===== src/sv/ccd_pkg.sv =====
// Shared types, codes and lookup functions for the cartridge chunk deframer.
`timescale 1ns / 1ps
package ccd_pkg;

    localparam logic [3:0] REGION_TILES    = 4'd0;
    localparam logic [3:0] REGION_SPRITES  = 4'd1;
    localparam logic [3:0] REGION_MAP      = 4'd2;
    localparam logic [3:0] REGION_SFX      = 4'd3;
    localparam logic [3:0] REGION_WAVES    = 4'd4;
    localparam logic [3:0] REGION_PATTERNS = 4'd5;
    localparam logic [3:0] REGION_TRACKS   = 4'd6;
    localparam logic [3:0] REGION_FLAGS    = 4'd7;
    localparam logic [3:0] REGION_PALETTE  = 4'd8;
    localparam logic [3:0] REGION_CODE     = 4'd9;
    localparam logic [3:0] REGION_NONE     = 4'd15;

    localparam logic [4:0] KIND_TILES      = 5'd1;
    localparam logic [4:0] KIND_SPRITES    = 5'd2;
    localparam logic [4:0] KIND_MAP        = 5'd4;
    localparam logic [4:0] KIND_CODE       = 5'd5;
    localparam logic [4:0] KIND_FLAGS      = 5'd6;
    localparam logic [4:0] KIND_SFX        = 5'd9;
    localparam logic [4:0] KIND_WAVES      = 5'd10;
    localparam logic [4:0] KIND_PALETTE    = 5'd12;
    localparam logic [4:0] KIND_TRACKS     = 5'd14;
    localparam logic [4:0] KIND_PATTERNS   = 5'd15;
    localparam logic [4:0] KIND_CODE_ZIP   = 5'd16;
    localparam logic [4:0] KIND_DEFAULT    = 5'd17;
    localparam logic [4:0] KIND_BINARY     = 5'd19;
    localparam logic [4:0] KIND_LANG       = 5'd20;

    localparam logic [2:0] ST_OK         = 3'd0;
    localparam logic [2:0] ST_PNG        = 3'd1;
    localparam logic [2:0] ST_PAST_END   = 3'd2;
    localparam logic [2:0] ST_COMPRESSED = 3'd3;
    localparam logic [2:0] ST_LANGUAGE   = 3'd4;
    localparam logic [2:0] ST_NO_CODE    = 3'd5;

    localparam logic [16:0] SIZE_FULL = 17'h10000;
    localparam logic [7:0]  LANG_RESET = 8'd10;

    typedef struct packed {
        logic [7:0] byte_in;
        logic       end_of_file;
    } t_item;

    typedef struct packed {
        logic        write_valid;
        logic [3:0]  region;
        logic [2:0]  bank;
        logic [15:0] offset;
        logic [7:0]  data_out;
        logic        load_defaults;
        logic [2:0]  status;
        logic        done_res;
    } t_result;

    function automatic logic [3:0] region_of_kind(input logic [4:0] kind);
        logic [3:0] r;
        begin
            case (kind)
                KIND_TILES:    r = REGION_TILES;
                KIND_SPRITES:  r = REGION_SPRITES;
                KIND_MAP:      r = REGION_MAP;
                KIND_CODE:     r = REGION_CODE;
                KIND_FLAGS:    r = REGION_FLAGS;
                KIND_SFX:      r = REGION_SFX;
                KIND_WAVES:    r = REGION_WAVES;
                KIND_PALETTE:  r = REGION_PALETTE;
                KIND_TRACKS:   r = REGION_TRACKS;
                KIND_PATTERNS: r = REGION_PATTERNS;
                default:       r = REGION_NONE;
            endcase
            return r;
        end
    endfunction

    function automatic logic [16:0] region_limit(input logic [3:0] region);
        logic [16:0] lim;
        begin
            case (region)
                REGION_TILES:    lim = 17'd8192;
                REGION_SPRITES:  lim = 17'd8192;
                REGION_MAP:      lim = 17'(240 * 136);
                REGION_SFX:      lim = 17'(64 * 66);
                REGION_WAVES:    lim = 17'd256;
                REGION_PATTERNS: lim = 17'(60 * 192);
                REGION_TRACKS:   lim = 17'(8 * 51);
                REGION_FLAGS:    lim = 17'd512;
                REGION_PALETTE:  lim = 17'd96;
                default:         lim = SIZE_FULL;
            endcase
            return lim;
        end
    endfunction

    function automatic logic [7:0] magic_byte(input logic [1:0] idx);
        logic [7:0] m;
        begin
            case (idx)
                2'd0:    m = 8'h89;
                2'd1:    m = 8'h50;
                2'd2:    m = 8'h4E;
                default: m = 8'h47;
            endcase
            return m;
        end
    endfunction

endpackage


===== src/sv/cart_chunk_deframer.sv =====
// Cartridge chunk deframer: byte stream in, region write words out.
// Pipeline: two register stages, the input register and the result register.
// Throughput: one word per cycle when not stalled; parse is one header/payload pass.
// Back-pressure on the result side stalls the parse and then the input side.
// Reset (synchronous, active low) clears the parser state and sets the accepted language to 10.
`timescale 1ns / 1ps
module cart_chunk_deframer (
    input  logic        i_clk,
    input  logic        i_rst_n,
    input  logic        i_cfg_we,
    input  logic [7:0]  i_cfg_wdata,
    input  logic        s_axis_tvalid,
    output logic        s_axis_tready,
    input  logic [7:0]  s_axis_tdata,   // [7:0] byte_in
    input  logic        s_axis_tlast,   // end_of_file
    output logic        m_axis_tvalid,
    input  logic        m_axis_tready,
    output logic [31:0] m_axis_tdata,   // [2:0] bank, [18:3] offset, [26:19] data_out,
                                        // [27] load_defaults, [30:28] status, [31] zero
    output logic [4:0]  m_axis_tuser,   // [0] write_valid, [4:1] region
    output logic        m_axis_tlast    // done_res
);
    import ccd_pkg::*;

    t_item   in_item;
    t_item   held_item;
    t_result core_res;
    t_result out_res;
    logic    held_valid;
    logic    out_free;
    logic    step;

    assign in_item.byte_in     = s_axis_tdata;
    assign in_item.end_of_file = s_axis_tlast;
    assign step                = held_valid && out_free;

    ccd_in_reg u_in (
        .i_clk   (i_clk),
        .i_rst_n (i_rst_n),
        .i_valid (s_axis_tvalid),
        .o_ready (s_axis_tready),
        .i_item  (in_item),
        .o_valid (held_valid),
        .i_take  (step),
        .o_item  (held_item)
    );

    ccd_core u_core (
        .i_clk       (i_clk),
        .i_rst_n     (i_rst_n),
        .i_cfg_we    (i_cfg_we),
        .i_cfg_wdata (i_cfg_wdata),
        .i_step      (step),
        .i_item      (held_item),
        .o_res       (core_res)
    );

    ccd_out_reg u_out (
        .i_clk   (i_clk),
        .i_rst_n (i_rst_n),
        .i_load  (step),
        .i_res   (core_res),
        .o_free  (out_free),
        .o_valid (m_axis_tvalid),
        .i_ready (m_axis_tready),
        .o_res   (out_res)
    );

    assign m_axis_tdata = {1'b0, out_res.status, out_res.load_defaults, out_res.data_out,
                           out_res.offset, out_res.bank};
    assign m_axis_tuser = {out_res.region, out_res.write_valid};
    assign m_axis_tlast = out_res.done_res;

endmodule


===== src/sv/ccd_in_reg.sv =====
// Input register: holds one incoming word until the parser takes it.
`timescale 1ns / 1ps
module ccd_in_reg (
    input  logic          i_clk,
    input  logic          i_rst_n,
    input  logic          i_valid,
    output logic          o_ready,
    input  ccd_pkg::t_item i_item,
    output logic          o_valid,
    input  logic          i_take,
    output ccd_pkg::t_item o_item
);
    import ccd_pkg::*;

    logic  r_valid;
    t_item r_item;

    assign o_ready = !r_valid || i_take;
    assign o_valid = r_valid;
    assign o_item  = r_item;

    always_ff @(posedge i_clk) begin
        if (!i_rst_n) begin
            r_valid <= 1'b0;
        end else if (i_valid && o_ready) begin
            r_valid <= 1'b1;
        end else if (i_take) begin
            r_valid <= 1'b0;
        end
    end

    always_ff @(posedge i_clk) begin
        if (i_valid && o_ready) begin
            r_item <= i_item;
        end
    end

endmodule


===== src/sv/ccd_core.sv =====
// Parser state and per-word header, payload and error logic.
`timescale 1ns / 1ps
module ccd_core (
    input  logic             i_clk,
    input  logic             i_rst_n,
    input  logic             i_cfg_we,
    input  logic [7:0]       i_cfg_wdata,
    input  logic             i_step,
    input  ccd_pkg::t_item   i_item,
    output ccd_pkg::t_result o_res
);
    import ccd_pkg::*;

    logic [7:0]  r_accept_lang;
    logic [1:0]  r_hidx,   n_hidx;
    logic        r_in_pay, n_in_pay;
    logic [4:0]  r_kind,   n_kind;
    logic [2:0]  r_bank,   n_bank;
    logic [7:0]  r_low,    n_low;
    logic [16:0] r_left,   n_left;
    logic [15:0] r_off,    n_off;
    logic        r_first,  n_first;
    logic        r_magic,  n_magic;
    logic [7:0]  r_lang,   n_lang;
    logic        r_code,   n_code;
    logic [2:0]  r_err,    n_err;

    always_comb begin
        logic [7:0] b;
        logic [3:0] r;
        logic [2:0] err;
        logic       mm;
        b        = i_item.byte_in;
        r        = region_of_kind(r_kind);
        err      = r_err;
        mm       = r_magic;
        n_hidx   = r_hidx;
        n_in_pay = r_in_pay;
        n_kind   = r_kind;
        n_bank   = r_bank;
        n_low    = r_low;
        n_left   = r_left;
        n_off    = r_off;
        n_first  = r_first;
        n_magic  = r_magic;
        n_lang   = r_lang;
        n_code   = r_code;
        o_res    = '0;

        if (r_in_pay) begin
            if (r_kind == KIND_LANG && r_off == 16'd0) begin
                n_lang = b;
            end
            if (r != REGION_NONE && (r == REGION_CODE || r_bank == 3'd0) &&
                {1'b0, r_off} < region_limit(r) && r_err == ST_OK) begin
                o_res.write_valid = 1'b1;
                o_res.region      = r;
                o_res.bank        = r_bank;
                o_res.offset      = r_off;
                o_res.data_out    = b;
            end
            n_off  = r_off + 16'd1;
            n_left = r_left - 17'd1;
            if (n_left == 17'd0) begin
                n_in_pay = 1'b0;
                n_hidx   = 2'd0;
            end
        end else begin
            if (r_first && b != magic_byte(r_hidx)) begin
                mm = 1'b0;
            end
            n_magic = mm;
            case (r_hidx)
                2'd0: begin
                    n_kind = b[4:0];
                    n_bank = b[7:5];
                    n_hidx = 2'd1;
                end
                2'd1: begin
                    n_low  = b;
                    n_hidx = 2'd2;
                end
                2'd2: begin
                    n_left = {1'b0, b, r_low};
                    if (n_left == 17'd0 && (r_kind == KIND_CODE || r_kind == KIND_BINARY)) begin
                        n_left = SIZE_FULL;
                    end
                    n_hidx = 2'd3;
                end
                default: begin
                    if (r_first && mm && err == ST_OK) begin
                        err = ST_PNG;
                    end
                    n_first = 1'b0;
                    n_magic = 1'b0;
                    n_hidx  = 2'd0;
                    n_off   = 16'd0;
                    if (r_kind == KIND_CODE_ZIP && err == ST_OK) begin
                        err = ST_COMPRESSED;
                    end
                    if (r_kind == KIND_CODE) begin
                        n_code = 1'b1;
                    end
                    if (r_kind == KIND_LANG && r_left == 17'd0) begin
                        n_lang = 8'd0;
                    end
                    if (r_kind == KIND_DEFAULT && r_bank == 3'd0 && err == ST_OK) begin
                        o_res.load_defaults = 1'b1;
                    end
                    n_in_pay = (r_left != 17'd0);
                end
            endcase
        end

        if (i_item.end_of_file) begin
            if (n_in_pay && n_left != 17'd0 && err == ST_OK) begin
                err = ST_PAST_END;
            end
            if (n_lang != 8'd0 && n_lang != r_accept_lang && err == ST_OK) begin
                err = ST_LANGUAGE;
            end
            if (!n_code && err == ST_OK) begin
                err = ST_NO_CODE;
            end
        end

        o_res.status   = err;
        o_res.done_res = i_item.end_of_file;
        n_err          = err;

        if (i_item.end_of_file) begin
            n_hidx   = 2'd0;
            n_in_pay = 1'b0;
            n_kind   = 5'd0;
            n_bank   = 3'd0;
            n_low    = 8'd0;
            n_left   = 17'd0;
            n_off    = 16'd0;
            n_first  = 1'b1;
            n_magic  = 1'b1;
            n_lang   = 8'd0;
            n_code   = 1'b0;
            n_err    = ST_OK;
        end
    end

    always_ff @(posedge i_clk) begin
        if (!i_rst_n) begin
            r_accept_lang <= LANG_RESET;
        end else if (i_cfg_we) begin
            r_accept_lang <= i_cfg_wdata;
        end
    end

    always_ff @(posedge i_clk) begin
        if (!i_rst_n) begin
            r_hidx   <= 2'd0;
            r_in_pay <= 1'b0;
            r_kind   <= 5'd0;
            r_bank   <= 3'd0;
            r_low    <= 8'd0;
            r_left   <= 17'd0;
            r_off    <= 16'd0;
            r_first  <= 1'b1;
            r_magic  <= 1'b1;
            r_lang   <= 8'd0;
            r_code   <= 1'b0;
            r_err    <= ST_OK;
        end else if (i_step) begin
            r_hidx   <= n_hidx;
            r_in_pay <= n_in_pay;
            r_kind   <= n_kind;
            r_bank   <= n_bank;
            r_low    <= n_low;
            r_left   <= n_left;
            r_off    <= n_off;
            r_first  <= n_first;
            r_magic  <= n_magic;
            r_lang   <= n_lang;
            r_code   <= n_code;
            r_err    <= n_err;
        end
    end

endmodule


===== src/sv/ccd_out_reg.sv =====
// Result register: holds one result word until the downstream side takes it.
`timescale 1ns / 1ps
module ccd_out_reg (
    input  logic             i_clk,
    input  logic             i_rst_n,
    input  logic             i_load,
    input  ccd_pkg::t_result i_res,
    output logic             o_free,
    output logic             o_valid,
    input  logic             i_ready,
    output ccd_pkg::t_result o_res
);
    import ccd_pkg::*;

    logic    r_valid;
    t_result r_res;

    assign o_free  = !r_valid || i_ready;
    assign o_valid = r_valid;
    assign o_res   = r_res;

    always_ff @(posedge i_clk) begin
        if (!i_rst_n) begin
            r_valid <= 1'b0;
        end else if (i_load) begin
            r_valid <= 1'b1;
        end else if (i_ready) begin
            r_valid <= 1'b0;
        end
    end

    always_ff @(posedge i_clk) begin
        if (i_load) begin
            r_res <= i_res;
        end
    end

endmodule

===== config.mk =====
export PLATFORM = sky130hd
export DESIGN_NAME = cart_chunk_deframer
export DESIGN_NICKNAME = d
export VERILOG_FILES = /design/src/sv/ccd_pkg.sv /design/src/sv/cart_chunk_deframer.sv /design/src/sv/ccd_in_reg.sv /design/src/sv/ccd_core.sv /design/src/sv/ccd_out_reg.sv
export SDC_FILE = /design/constraint.sdc
export NUM_CORES = 1
export LEC_CHECK = 0
export BUFFER_PORTS_ARGS = -buffer_cell sky130_fd_sc_hd__buf_2
export CAP_MARGIN = 20
export CORE_MARGIN = 2
export CORE_UTILIZATION = 60
export CTS_BUF_LIST = sky130_fd_sc_hd__clkbuf_8
export CTS_CLUSTER_DIAMETER = 40
export DETAILED_ROUTE_END_ITERATION = 8
export GPL_TIMING_DRIVEN = 0
export PLACE_DENSITY_LB_ADDON = 0.05
export SYNTH_ARGS = -nofsm -noshare
export SYNTH_HDL_FRONTEND = slang
export SYNTH_SLANG_ARGS = --single-unit

===== constraint.sdc =====
create_clock -name i_clk -period 4 [get_ports i_clk]
set_input_delay 0.6 -clock i_clk [delete_from_list [all_inputs] [get_ports i_clk]]
set_output_delay 0.6 -clock i_clk [all_outputs]
set_load 0.05 [all_outputs]

==> flow_summary.yaml <==
logic_synthesis:
  synth_area_per_cell_sq_um: 9.03
  synth-edff-count: 46
  yosysWarnings: 0
  ys.flop_type: "dfxtp_1"
  syn-cell-area_sq_mm: 0.00730
  yosys-top-cells-area: "dfxtp_1 (22%), edfxtp_1 (19%), nor2b_1 (4.4%)"
  synth_seq_area_share_pct: 40.9
  async_reset_ff_share_pct: 0
  yosysTopAreaCell: "dfxtp_1"
  ys_ff_latch: 126
  synth_cells: 808
  synth_common_cells: "dfxtp_1 (80), nand2_1 (61), nor2_1 (52)"
  synth_cell_type_count: 84
  yosysTopAreaCellShare_pct: 21.9
  yosysMostFrequentCell: "dfxtp_1"
  synth_nets: 853
cts:
  htree_num_levels: 4
  cts_buffers: 17
  cts_tree: "done"
  cts-root-buf: "clkbuf_8"
  hold_buffers: 0
  postCtsSetupBuffers: 0
  cts_max_path_buffers: 2
  cts_sinks: 126
  clk_pin_slew_ps: 70
  postCtsResizedCells: 0
  clk_latency_ps: 460
timing:
  max_freq_mhz: 267
  setup_viol: 0
  fin_skew_ps: 9.44
  hold_viol: 0
  period_share_pct: 93.7
  timing.hold.ws_ps: 306
  fin_crit_ps: 3750
  slew_violations: 0
  setup-tns-final_ps: 0
  worst_pin_slew_ps: 962
  slew_headroom_pct: 35.0
  grt_setup_unrepaired: "false"
global_routing:
  overflow: 0
  grt_pass1_vias: 6331
  grtUsageTotal_pct: 32.2
  grt_max_degree: 43
  antenna_found_initial: 0
  grt_first_pass_wirelength_um: 32300
floorplanning:
  ios: 62
  start_util_pct: 61.0
  rows: 40
  dieArea_sq_mm: 0.0131
  core_sq_mm: 0.0120
  dieHeight_um: 114
  chipWidth_um: 114
placed_design:
  io_buffers: 58
  dp_hpwl_um: 14700
  dpl_cell_area_sq_mm: 0.00779
  gp_congestion: 0.924
detailed_routing:
  final_antenna_net_count: 0
  drt-initial-drc-count: 798
  wl_um: 20600
  routedWlPerCell_um: 19.6
  remaining_drc_errors: 0
  via_per_inst: 6.33
  vias: 6619
  dr.pass1.iters: 6
final_layout:
  fin_nets: 931
  drive_above_1_share_pct: 13.2
  num_antenna_cells: 0
  area_growth_syn_to_layout_pct: 12.2
  stdcell_area_sq_mm: 0.00819
  fill_cells: 981
setup_path:
  critPathRequiredTime_ps: 4280
  setup.worst_path.class: "reg2reg"
  crit_arrival_ps: 4020
  end_kind: "flop"
  crit_path_start_kind: "flop"
  crit_fanout: 9
  r2r_cells: 12
job:
  maxCapViolCount: 0
pwr:
  p_total_w: 0.00280
  leakage_nw: 3.19
  power.density_mw_per_mm2: 341
  max-vdd-ir-drop_v: 0.000250
outcome:
  status: "completed"
worst_hold_path:
  hold_depth: 1
  hold_path.class: "in2reg"
==> flip-flops by register name, indices dropped and copies added, names as in the netlist, 5 cells and up, named ones only <==
register	flops
u_core.r_accept_lang	8
u_core.r_kind	5
u_in.o_item	9
u_out.o_res	37
u_core.r_left	17
u_core.r_off	16
u_core.r_lang	8
u_core.r_low	8
==> report_power, final <==
group          switching, W  internal (W)  total (W)  leakage, nW
clock              0.000506      0.000606    0.00111        0.222
combinational      0.000213     0.0000881   0.000301         1.88
sequential        0.0000208       0.00136    0.00138         1.08
==> area by class of cell <==
cell class	instances	area, sq um	area share, %
multi-input cells	597	3980	48.6
flip-flops and latches	126	2980	36.4
repair buffers	59	310	3.79
clock buffers	21	289	3.53
plain buffers	60	246	3.01
well taps	147	184	2.25
clock inverters	11	103	1.25
inverters	25	93.8	1.15
==> kinds of logic (layout without fill, tap and decap cells) <==
logic type / count (synthesis) / in the layout / share of synthesized area (%)
AO/OA/AOI/OAI: 182 / 182 / 17.4
buffers and inverters: 85 / 176 / 4.65
XOR/XNOR: 26 / 26 / 3.12
flip-flops: 126 / 126 / 40.9
multiplexers: 20 / 20 / 2.79
other: 1 / 1 / 0.0514
AND/OR/NAND/NOR: 345 / 345 / 27.2
adder cells (fa/ha/maj): 23 / 23 / 3.94
==> critical path, cell delays in order, from the launching register on <==
cell and delay (ps):
dfxtp_1 300, clkbuf_1 180, inv_1 130, ha_1 340, or3b_1 370, buf_2 200
a222oi_1 300, nand2_1 120, nor4_1 400, nand4_1 230, o41ai_2 610, o211ai_1 160
o41ai_2 240
==> layout by cell type (no fill, tap or decap), drive strengths merged, types with 14 or more instances in the layout <==
master,count
o21ai,36
inv,29
and3,31
nor2b,51
edfxtp,46
a22oi,27
nand3,26
nor2,52
ha,23
nand2,61
xor2,17
nor3,14
buf,70
clkbuf,70
nor4,20
dfxtp,80
and2,16
a21oi,32
mux2i,17
==> per-stage QoR <==
step / util, % / cells / worst slack (ps)
floorplan: - / 808 / 1140
global placement: 65.0 / 1013 / 325
detailed placement: 65.2 / 1014 / 332
CTS: 68.4 / 1046 / 314
global route: 68.4 / 1046 / 115
finish: 68.4 / 1046 / 254
==> per-layer routing <==
layer	track usage, %	wire [um]	vias up
li1	-	-	3133
met1	37.5	8100	3118
met2	55.0	9960	306
met3	6.83	1550	62
met4	18.3	942	0
met5	0	0	-
==> worst paths after layout <==
check                                startpoint                        to  slack [ps]
setup / recovery  u_core.r_left[1]$_SDFFE_PN0P_  u_out.o_res[1]$_DFFE_PP_         250
hold reg to reg        u_in.o_item[0]$_DFFE_PP_  u_out.o_res[0]$_DFFE_PP_         470
setup reg to reg  u_core.r_left[1]$_SDFFE_PN0P_  u_out.o_res[1]$_DFFE_PP_         250
hold / removal                  s_axis_tdata[4]  u_in.o_item[5]$_DFFE_PP_         310
(Power assumes the default switching activity.)
